`config.mk`:
```
export PLATFORM = sky130hd
export DESIGN_NAME = otp_word_program_sequencer
export DESIGN_NICKNAME = d
export VERILOG_FILES = /design/src/sv/owps_pkg.sv /design/src/sv/otp_word_program_sequencer.sv
export VERILOG_INCLUDE_DIRS = /design/src /design/src/sv
export SDC_FILE = /design/constraint.sdc
export NUM_CORES = 1
export LEC_CHECK = 0
export BUFFER_PORTS_ARGS = -buffer_cell sky130_fd_sc_hd__buf_2
export CAP_MARGIN = 20
export CORE_MARGIN = 2
export CORE_UTILIZATION = 55
export CTS_CLUSTER_SIZE = 12
export DETAILED_ROUTE_END_ITERATION = 8
export PLACE_DENSITY_LB_ADDON = 0.08
export SYNTH_ARGS = -nofsm -noshare
export SYNTH_HDL_FRONTEND = slang
export SYNTH_SLANG_ARGS = --single-unit
```
`constraint.sdc`:
```
create_clock -name clk -period 8.6 [get_ports clk]
set_clock_uncertainty 0.05 [all_clocks]
set_input_delay 0.86 -clock clk [delete_from_list [all_inputs] [get_ports clk]]
set_output_delay 0.86 -clock clk [all_outputs]
set_load 0.01 [all_outputs]
```
`src/sv/otp_word_program_sequencer_macros.svh`:
```
// Assertion helpers used by the sequencer module.
`ifndef OTP_WORD_PROGRAM_SEQUENCER_MACROS_SVH
`define OTP_WORD_PROGRAM_SEQUENCER_MACROS_SVH

// Check that a condition implies a consequence in the same cycle.
`define OWPS_ASSERT_SAME(label, clk, rst_n, cond, cons) \
	label: assert property (@(posedge clk) disable iff (!(rst_n)) (cond) |-> (cons)) \
		else $error("sequencer check failed");

// Check that a condition implies a consequence in the next cycle.
`define OWPS_ASSERT_NEXT(label, clk, rst_n, cond, cons) \
	label: assert property (@(posedge clk) disable iff (!(rst_n)) (cond) |=> (cons)) \
		else $error("sequencer check failed");

`endif

```
`src/sv/owps_pkg.sv`:
```
package owps_pkg;

	// Default compare width of a device word
	localparam int WORD_BITS_DEF = 12;

	// Input modes
	localparam logic [1:0] MODE_ENTER = 2'd0;
	localparam logic [1:0] MODE_INC   = 2'd1;
	localparam logic [1:0] MODE_PROG  = 2'd2;
	localparam logic [1:0] MODE_READ  = 2'd3;

	// Result actions
	localparam logic [2:0] ACT_READ  = 3'd0;
	localparam logic [2:0] ACT_PULSE = 3'd1;
	localparam logic [2:0] ACT_BURST = 3'd2;
	localparam logic [2:0] ACT_INC   = 3'd3;
	localparam logic [2:0] ACT_DONE  = 3'd4;

	// Done status codes
	localparam logic [1:0] STAT_OK         = 2'd0;
	localparam logic [1:0] STAT_BLANK_FAIL = 2'd1;
	localparam logic [1:0] STAT_WRITE_FAIL = 2'd2;

	// Sequencer phases
	localparam logic [1:0] PH_IDLE   = 2'd0;
	localparam logic [1:0] PH_BLANK  = 2'd1;
	localparam logic [1:0] PH_VERIFY = 2'd2;

	// Configuration register indexes
	localparam logic [1:0] REG_MULT   = 2'd0;
	localparam logic [1:0] REG_OFFSET = 2'd1;
	localparam logic [1:0] REG_LIMIT  = 2'd2;
	localparam logic [1:0] REG_CAL    = 2'd3;

	// Configuration reset values
	localparam logic [4:0]  MULT_RST   = 5'd11;
	localparam logic [4:0]  OFFSET_RST = 5'd0;
	localparam logic [3:0]  LIMIT_RST  = 4'd8;
	localparam logic [11:0] CAL_RST    = 12'hFFF;

	// Literal load opcode in the upper byte
	localparam logic [15:0] LIT_LOAD  = 16'h0C00;
	localparam logic [15:0] HIGH_BYTE = 16'hFF00;

	// Result queue depth: three results of one item plus one draining
	localparam int RQ_DEPTH = 4;

	typedef struct packed {
		logic [2:0]  action;
		logic [11:0] word_out;
		logic [8:0]  burst_count;
		logic [11:0] word_address;
		logic [1:0]  status;
		logic        last;
	} result_t;

endpackage

```
`src/sv/otp_word_program_sequencer.sv`:
```
// Channel  | Handshake                | Payload
// ---------+--------------------------+--------------------------------------------
// in       | in_valid / in_stall      | mode, program_word, device_word
// out      | out_valid / out_stall    | action, word_out, burst_count, word_address,
//          |                          | status, last
// cfg      | cfg_valid / cfg_ready    | cfg_index, cfg_data
//
// An input beat is decoded combinationally and its up to three results are queued.
// One input beat per cycle while each beat gives at most one result and the output is not
// stalled; a beat that gives two or three results holds off further beats, as the input stalls
// while more than one result waits in the four-entry result queue.
// arst_n resets the state and the configuration registers and empties the queue at once.
// Configuration writes are always ready.
`include "otp_word_program_sequencer_macros.svh"

module otp_word_program_sequencer #(
	parameter int WORD_BITS = owps_pkg::WORD_BITS_DEF
) (
	input  logic        clk,
	input  logic        arst_n,
	input  logic        in_valid,
	output logic        in_stall,
	input  logic [1:0]  mode,
	input  logic [15:0] program_word,
	input  logic [11:0] device_word,
	output logic        out_valid,
	input  logic        out_stall,
	output logic [2:0]  action,
	output logic [11:0] word_out,
	output logic [8:0]  burst_count,
	output logic [11:0] word_address,
	output logic [1:0]  status,
	output logic        last,
	input  logic        cfg_valid,
	output logic        cfg_ready,
	input  logic [1:0]  cfg_index,
	input  logic [11:0] cfg_data
);

	localparam logic [15:0] WORD_MASK = 16'((32'd1 << WORD_BITS) - 32'd1);
	localparam logic [15:0] HI_MASK   = WORD_MASK & owps_pkg::HIGH_BYTE;
	localparam int PTR_W = $clog2(owps_pkg::RQ_DEPTH);
	localparam int CNT_W = $clog2(owps_pkg::RQ_DEPTH + 1);

	// Configuration registers
	logic [4:0]  mult_q;
	logic [4:0]  offset_q;
	logic [3:0]  limit_q;
	logic [11:0] cal_q;

	// Sequencer state
	logic [12:0] ptr_q;
	logic [1:0]  phase_q;
	logic [3:0]  pulse_q;
	logic [15:0] pend_q;
	logic [12:0] lastprog_q;

	// Result queue
	owps_pkg::result_t rq_q [owps_pkg::RQ_DEPTH];
	logic [PTR_W-1:0] wr_q;
	logic [PTR_W-1:0] rd_q;
	logic [CNT_W-1:0] cnt_q;

	logic acc;
	logic pop;

	logic [12:0] ptr_d;
	logic [1:0]  phase_d;
	logic [3:0]  pulse_d;
	logic [15:0] pend_d;
	logic [12:0] lastprog_d;
	logic [1:0]  n_push;
	owps_pkg::result_t r0, r1, r2;

	logic [12:0] ptr_inc;
	logic [15:0] pend_m;
	logic [15:0] dev_m;
	logic        blank;
	logic        lit_load;
	logic [8:0]  burst_cnt;
	owps_pkg::result_t inc_nl;
	owps_pkg::result_t pulse_r;

	assign cfg_ready = 1'b1;
	assign acc       = in_valid & ~in_stall;
	assign in_stall  = cnt_q > CNT_W'(1);
	assign out_valid = cnt_q != '0;
	assign pop       = out_valid & ~out_stall;

	assign action       = rq_q[rd_q].action;
	assign word_out     = rq_q[rd_q].word_out;
	assign burst_count  = rq_q[rd_q].burst_count;
	assign word_address = rq_q[rd_q].word_address;
	assign status       = rq_q[rd_q].status;
	assign last         = rq_q[rd_q].last;

	// Shared terms of the decode
	assign ptr_inc   = ptr_q + 13'd1;
	assign pend_m    = pend_q & WORD_MASK;
	assign dev_m     = {4'd0, device_word} & WORD_MASK;
	assign blank     = dev_m == WORD_MASK;
	assign lit_load  = (pend_q & HI_MASK) == (owps_pkg::LIT_LOAD & HI_MASK);
	assign burst_cnt = 9'(pulse_q) * 9'(mult_q) + 9'(offset_q);
	assign inc_nl    = '{owps_pkg::ACT_INC, 12'd0, 9'd0, ptr_inc[11:0],
		owps_pkg::STAT_OK, 1'b0};
	assign pulse_r   = '{owps_pkg::ACT_PULSE, pend_m[11:0], 9'd0, ptr_q[11:0],
		owps_pkg::STAT_OK, 1'b1};

	// Decode one input beat into next state and results
	always_comb begin
		ptr_d      = ptr_q;
		phase_d    = phase_q;
		pulse_d    = pulse_q;
		pend_d     = pend_q;
		lastprog_d = lastprog_q;
		n_push     = 2'd0;
		r0         = '0;
		r1         = '0;
		r2         = '0;
		unique case (mode)
			owps_pkg::MODE_ENTER: begin
				ptr_d   = '1;
				phase_d = owps_pkg::PH_IDLE;
				pulse_d = 4'd0;
			end
			owps_pkg::MODE_INC: begin
				ptr_d   = ptr_inc;
				phase_d = owps_pkg::PH_IDLE;
				r0      = inc_nl;
				r0.last = 1'b1;
				n_push  = 2'd1;
			end
			owps_pkg::MODE_PROG: begin
				pend_d  = program_word;
				pulse_d = 4'd0;
				phase_d = owps_pkg::PH_BLANK;
				r0      = '{owps_pkg::ACT_READ, 12'd0, 9'd0, ptr_q[11:0],
					owps_pkg::STAT_OK, 1'b1};
				n_push  = 2'd1;
			end
			owps_pkg::MODE_READ: begin
				if (phase_q == owps_pkg::PH_BLANK) begin
					// Calibration word: program only a blank cell with a literal load
					if (ptr_q == {1'b0, cal_q} && !(blank && lit_load)) begin
						ptr_d   = ptr_inc;
						phase_d = owps_pkg::PH_IDLE;
						r0      = inc_nl;
						r1      = '{owps_pkg::ACT_DONE, 12'd0, 9'd0, lastprog_q[11:0],
							owps_pkg::STAT_OK, 1'b1};
						n_push  = 2'd2;
					end else if (ptr_q != {1'b0, cal_q} && !blank) begin
						phase_d = owps_pkg::PH_IDLE;
						r0      = '{owps_pkg::ACT_DONE, 12'd0, 9'd0, lastprog_q[11:0],
							owps_pkg::STAT_BLANK_FAIL, 1'b1};
						n_push  = 2'd1;
					end else if (ptr_q != {1'b0, cal_q} && pend_m == WORD_MASK) begin
						// Skip an all-ones word
						ptr_d   = ptr_inc;
						phase_d = owps_pkg::PH_IDLE;
						r0      = inc_nl;
						r1      = '{owps_pkg::ACT_DONE, 12'd0, 9'd0, lastprog_q[11:0],
							owps_pkg::STAT_OK, 1'b1};
						n_push  = 2'd2;
					end else begin
						lastprog_d = ptr_q;
						pulse_d    = 4'd1;
						phase_d    = owps_pkg::PH_VERIFY;
						r0         = pulse_r;
						n_push     = 2'd1;
					end
				end else if (phase_q == owps_pkg::PH_VERIFY) begin
					if (pend_m == dev_m) begin
						// Verified: burst, then increment and done
						ptr_d   = ptr_inc;
						phase_d = owps_pkg::PH_IDLE;
						r0      = '{owps_pkg::ACT_BURST, pend_m[11:0], burst_cnt, ptr_q[11:0],
							owps_pkg::STAT_OK, 1'b0};
						r1      = inc_nl;
						r2      = '{owps_pkg::ACT_DONE, 12'd0, 9'd0, lastprog_q[11:0],
							owps_pkg::STAT_OK, 1'b1};
						n_push  = 2'd3;
					end else if (pulse_q >= limit_q) begin
						ptr_d   = ptr_inc;
						phase_d = owps_pkg::PH_IDLE;
						r0      = inc_nl;
						r1      = '{owps_pkg::ACT_DONE, 12'd0, 9'd0, lastprog_q[11:0],
							owps_pkg::STAT_WRITE_FAIL, 1'b1};
						n_push  = 2'd2;
					end else begin
						pulse_d = pulse_q + 4'd1;
						r0      = pulse_r;
						n_push  = 2'd1;
					end
				end
			end
			default: begin
			end
		endcase
	end

	// Hold configuration
	always_ff @(posedge clk or negedge arst_n) begin
		if (!arst_n) begin
			mult_q   <= owps_pkg::MULT_RST;
			offset_q <= owps_pkg::OFFSET_RST;
			limit_q  <= owps_pkg::LIMIT_RST;
			cal_q    <= owps_pkg::CAL_RST;
		end else if (cfg_valid && cfg_ready) begin
			unique case (cfg_index)
				owps_pkg::REG_MULT:   mult_q   <= cfg_data[4:0];
				owps_pkg::REG_OFFSET: offset_q <= cfg_data[4:0];
				owps_pkg::REG_LIMIT:  limit_q  <= cfg_data[3:0];
				owps_pkg::REG_CAL:    cal_q    <= cfg_data;
				default: begin
				end
			endcase
		end
	end

	// Advance sequencer state on an accepted beat
	always_ff @(posedge clk or negedge arst_n) begin
		if (!arst_n) begin
			ptr_q      <= '1;
			phase_q    <= owps_pkg::PH_IDLE;
			pulse_q    <= 4'd0;
			pend_q     <= 16'd0;
			lastprog_q <= 13'd0;
		end else if (acc) begin
			ptr_q      <= ptr_d;
			phase_q    <= phase_d;
			pulse_q    <= pulse_d;
			pend_q     <= pend_d;
			lastprog_q <= lastprog_d;
		end
	end

	// Queue results of the accepted beat
	always_ff @(posedge clk) begin
		if (acc && n_push > 2'd0) begin
			rq_q[wr_q] <= r0;
		end
		if (acc && n_push > 2'd1) begin
			rq_q[wr_q + PTR_W'(1)] <= r1;
		end
		if (acc && n_push > 2'd2) begin
			rq_q[wr_q + PTR_W'(2)] <= r2;
		end
	end

	// Track queue pointers and fill
	always_ff @(posedge clk or negedge arst_n) begin
		if (!arst_n) begin
			wr_q  <= '0;
			rd_q  <= '0;
			cnt_q <= '0;
		end else begin
			if (acc) begin
				wr_q <= wr_q + PTR_W'(n_push);
			end
			if (pop) begin
				rd_q <= rd_q + PTR_W'(1);
			end
			cnt_q <= cnt_q + (acc ? CNT_W'(n_push) : CNT_W'(0)) - (pop ? CNT_W'(1) : CNT_W'(0));
		end
	end

	`OWPS_ASSERT_SAME(a_rq_bound, clk, arst_n, 1'b1, cnt_q <= CNT_W'(owps_pkg::RQ_DEPTH))
	`OWPS_ASSERT_SAME(a_verify_pulse, clk, arst_n, phase_q == owps_pkg::PH_VERIFY, pulse_q != 4'd0)
	`OWPS_ASSERT_NEXT(a_inc_result, clk, arst_n, acc && mode == owps_pkg::MODE_INC, out_valid)

endmodule
```
* After elaboration in Yosys (flattened, before gate mapping)
Memories as Yosys holds them, arrays and structs flattened.
Cells that the tools add are included.
** Storage, ports and cells
- Register bits after elaboration :: 76
- Memory bits (writable) :: 156
- Input bits :: 49
- Word-level logic and storage cells :: 144
- Memories kept :: 1
** Memories
- rq_q :: depth 4, bits a word 39, rd ports 1, clocked after memory_dff 0, write ports 3, RTL line otp_word_program_sequencer.sv:59 : owps_pkg::result_t rq_q [owps_pkg::RQ_DEPTH];
** Operators by class
- $add $sub $neg :: 9
- Multiply operators :: 1
- Magnitude comparators :: 5
- Equal/unequal tests :: 23
- Muxes and demuxes :: 60
- Bitwise gates (word level) :: 7
- Reduce and logical (&&, ||, !) cells :: 26
** Operators by type and width (count)
- 39-bit 2-to-1 mux :: 15
- 38-bit 2-to-1 mux :: 4
- 39-bit one-hot mux with 3 select lines :: 1
- 13-bit 2-to-1 mux :: 7
- 13-bit one-hot mux with 3 select lines :: 1
- 2-bit 2-to-1 mux :: 15
- 4-bit 2-to-1 mux :: 7
- 12-bit == test, second input constant :: 2
- 3-bit inequality test, second input constant :: 6
- 13-bit by 1-bit adder with 13-bit output, second input constant :: 1
- 13-bit by 12-bit == test with 1-bit output :: 1
- 13-bit by 12-bit inequality test with 1-bit output :: 1
- 12-bit == test :: 1
- 4-bit inequality test, second input constant :: 3
- 6-bit AND reduction :: 2
- 2-bit == test, second input constant :: 5
- 2-bit AND reduction :: 5
- 9-bit by 5-bit adder with 9-bit output :: 1
- 4-bit by 5-bit multiplier with 9-bit output :: 1
- 4-bit one-hot mux with 2 select lines :: 1
- 8-bit AND reduction :: 1
- 1-bit logical AND :: 7
- 1-bit 2-to-1 mux :: 7
- 2-bit by 1-bit == test with 1-bit output, second input constant :: 3
- 21 further kinds :: 33

* Logic depth before layout (Yosys ltp)
- Depth after elaboration :: 11
- Mapped depth :: 16
- Depth with buffers taken out :: 15

* Worst setup path after synthesis
Ideal clock, no wire load.
- Path kind :: register -> register
- Start :: reg pulse_q[1]
- End :: mem rq_q[2][23] in the netlist's numbering
- Data arrival time :: 3612 ps
- Data required time :: 8480 ps
- Setup slack :: 4868 ps
- Cell stages (with the launch flop) :: 15
- Period minus slack after synthesis :: 3732 ps
- Cell sequence :: dfrtp_1 -> and2_1 -> fa_1 -> inv_1 -> fa_1 -> fa_1 -> inv_1 -> ha_1 -> inv_1 -> o21ai_0 -> a2111oi_0 -> or3_1 -> xnor2_1 -> nand3_1 -> a21oi_1
** RTL lines
- start: declaration :: RTL line otp_word_program_sequencer.sv:54 : logic [3:0] pulse_q;
- start signal: assignment :: RTL line otp_word_program_sequencer.sv:231 : pulse_q <= pulse_d;
- end: declaration :: RTL line otp_word_program_sequencer.sv:59

==> metrics <==
die width=162 µm; RD Place Congestion=0.928; clock latency on the worst-skew pair=0.55 ns; CTS Sinks=232; Worst Setup SP=pulse_q[0]; switching share of power=0.356; highest routed metal layer=met4; DRT Wirelength=40600 µm; nets@finish=1533; sw power=1330 µW; synthesized flop and latch total=232; Int Pwr=2420 µW; crit path launch type=flop; dpl ws=4.11 ns; port bufs=85; Final WS setup=4.36 ns; # DRC=0; Cell variety after synth=93; RSZ-0062 raised after global routing=no; status=complete, no violations; syn nets=1492; routed length on met2=18200 µm; ratio of cells with drive above 1 in the final layout=0.220; met3 wire length=3450 µm; drt pass-1 iters=5; clk buf depth=3; post-layout power=3750 µW; first-pass GRT wire length=63700 µm; hold slack=0.210 ns; grt ovf=0; Final Critical Period=4.24 ns; worst setup path end=rq_q[1][8]; largest net degree at the start of global routing=42; most frequent cells in the layout=170 x nand2_1, 109 x a21oi_1, 100 x nor2_1, 100 x dfxtp_1, 84 x buf_2; critical path fanouts, max=23; gr usage total=0.309; Placement Rows=58; synthesized area=13800 µm²; Gate Count Post-Synth=1397; worst reg2reg endpoint=rq_q[1][8]; Max Cap Viol=0; DP Cell Count=1737; CP arrival=4.37 ns; r2r setup slk=4.36 ns; CP Capture Type=flop; R2R cell count=11; Final HPWL DP=28200 µm; most common cell after layout, fill and taps aside=nand2_1; postcts setup bufs=0; Worst-Margin Slew=1.07 ns; Routed wire per std cell=22.7 µm; # setup viols final=0; Seq pwr share=0.423; P&R area growth vs syn=10.3%; syn_area_per_cell=9.89 µm²; Final ANT Viol Nets=0; Initial Util=0.555; Synth Flop Type=dfxtp_1; First DRT Iteration DRCs=1345; Slew Limit Headroom=0.285; CTS root buf=clkbuf_16; upper clock frequency limit=0.236 GHz; Cell Count, Final, Fillers Out=1789; Setup TNS=0 ns; met1 wire length=17900 µm; Worst Path Required=8.73 ns; Leak=0.00575 µW; power density over the cells=246 nW/µm²; Die Span Y=162 µm; Ys Warns=0; I/O pin count=91; hold crit path type=in -> async; VDD IR max=0.179 mV; Final Hold Fails=0; Vias/cell=6.46; worst reg2reg startpoint=pulse_q[0]; CP Class=reg -> reg; Post-synth EDFFs=56; Num CTS Buffers=27; vias in the first global route=11005; die area=26400 µm²; Hold Buf Count CTS=0; # diodes=0; CTS tree=done; initial antenna violation count=0; layout filler cell count=2152; H-Tree Level Count=1; Clk pin slew, worst setup/hold paths=0.07 ns; Final period util=0.493; Vias=11565; post_cts resized=0; Clock power frac=0.302; core area=24900 µm²; post-synthesis sequential area ratio=0.407; Async SR Flop Fraction=0.328; pins over their slew limit=0; power share of the combinational group=0.275
## how the worst min path moves through the flow
stage	startpoint	to	slack, ns
after global placement	rq_q[2][36]	rq_q[2][36]	0.38
after CTS	arst_n	lastprog_q[10]	0.22
after global routing	arst_n	lastprog_q[2]	0.24
after detailed placement	rq_q[2][25]	rq_q[2][25]	0.39
after floorplan	rq_q[2][36]	rq_q[2][36]	0.37
final	arst_n	lastprog_q[2]	0.21
## metal layers
layer  global-route usage  up-vias
met5                    0        -
met3               0.0446       76
li1                     -     5229
met2                0.479      606
met1                0.459     5654
met4               0.0748        0
## critical path, stage by stage (launching register included)
cell	delay, ns
dfrtp_1	0.54
inv_1	0.08
ha_1	0.28
nor2b_1	0.05
o21ai_0	0.37
nand2_1	0.40
a21oi_2	0.54
o21ai_1	0.32
o21ai_2	0.20
buf_4	0.34
nor2_1	0.15
inv_1	0.53
## registers in the layout, indices dropped and copies added (netlist names)
signal / cells
cal_q: 12
cnt_q: 3
lastprog_q: 12
limit_q: 4
mult_q: 5
offset_q: 5
pend_q: 12
phase_q: 2
ptr_q: 13
pulse_q: 4
rd_q: 2
rq_q: 156
wr_q: 2
## kinds of logic after synthesis
| family | after synthesis | synth area share |
|---|---|---|
| xor gates and xnor gates | 43 | 0.0273 |
| DFF | 232 | 0.407 |
| and+or+nand+nor | 436 | 0.148 |
| buffers and inverters | 141 | 0.0456 |
| muxes | 132 | 0.137 |
| adders and majority gates | 46 | 0.0476 |
| AOI/OAI and AO/OA | 366 | 0.187 |
| other | 1 | 0.000271 |
## through the flow
| step | utilization | instance area [µm²] |
|---|---|---|
| after CTS | 0.612 | 15200 |
| final | 0.612 | 15200 |
| after detailed placement | 0.577 | 14400 |
| after floorplan | - | 13800 |
| after global routing | 0.612 | 15200 |
| after global placement | 0.577 | 14400 |
## synthesized netlist by cell type (12+ instances only)
master / n / area [µm²]
nor3_1: 27 / 135
buf_2: 31 / 155
ha_1: 35 / 438
a31oi_1: 16 / 100
o21ai_0: 66 / 330
nand4_1: 22 / 138
nor2_1: 100 / 375
inv_1: 44 / 165
mux2_2: 51 / 574
edfxtp_1: 56 / 1680
mux2i_1: 40 / 400
nand3_1: 19 / 95.1
xnor2_1: 28 / 245
xor2_1: 15 / 131
dfstp_2: 29 / 762
dfrtp_1: 47 / 1180
nand2_1: 170 / 638
clkbuf_1: 43 / 161
a221oi_1: 16 / 140
mux4_2: 39 / 878
a21oi_1: 109 / 546
and2_1: 30 / 188
a21o_1: 12 / 90.1
dfxtp_1: 100 / 2000
## layout make-up
class,count,area (µm²),area share
Tap cell,330,413,0.0271
Timing Repair Buffer,107,597,0.0392
Clock buffer,44,797,0.0523
Inverter,46,173,0.0113
Sequential cell,232,5620,0.369
Clock inverter,6,71.3,0.00468
Multi-Input combinational cell,1024,7570,0.496
## power groups by stage
stage	sequential, µW	clock, µW	combinational (µW)
5_1_grt	1610	1190	1120
3_3_place_gp	1590	0	1000
2_1_floorplan	1390	0	892
4_1_cts	1580	1150	1020
3_5_place_dp	1600	0	1020
6_report	1590	1130	1030
Note: power is estimated with default switching activity, not from simulation.
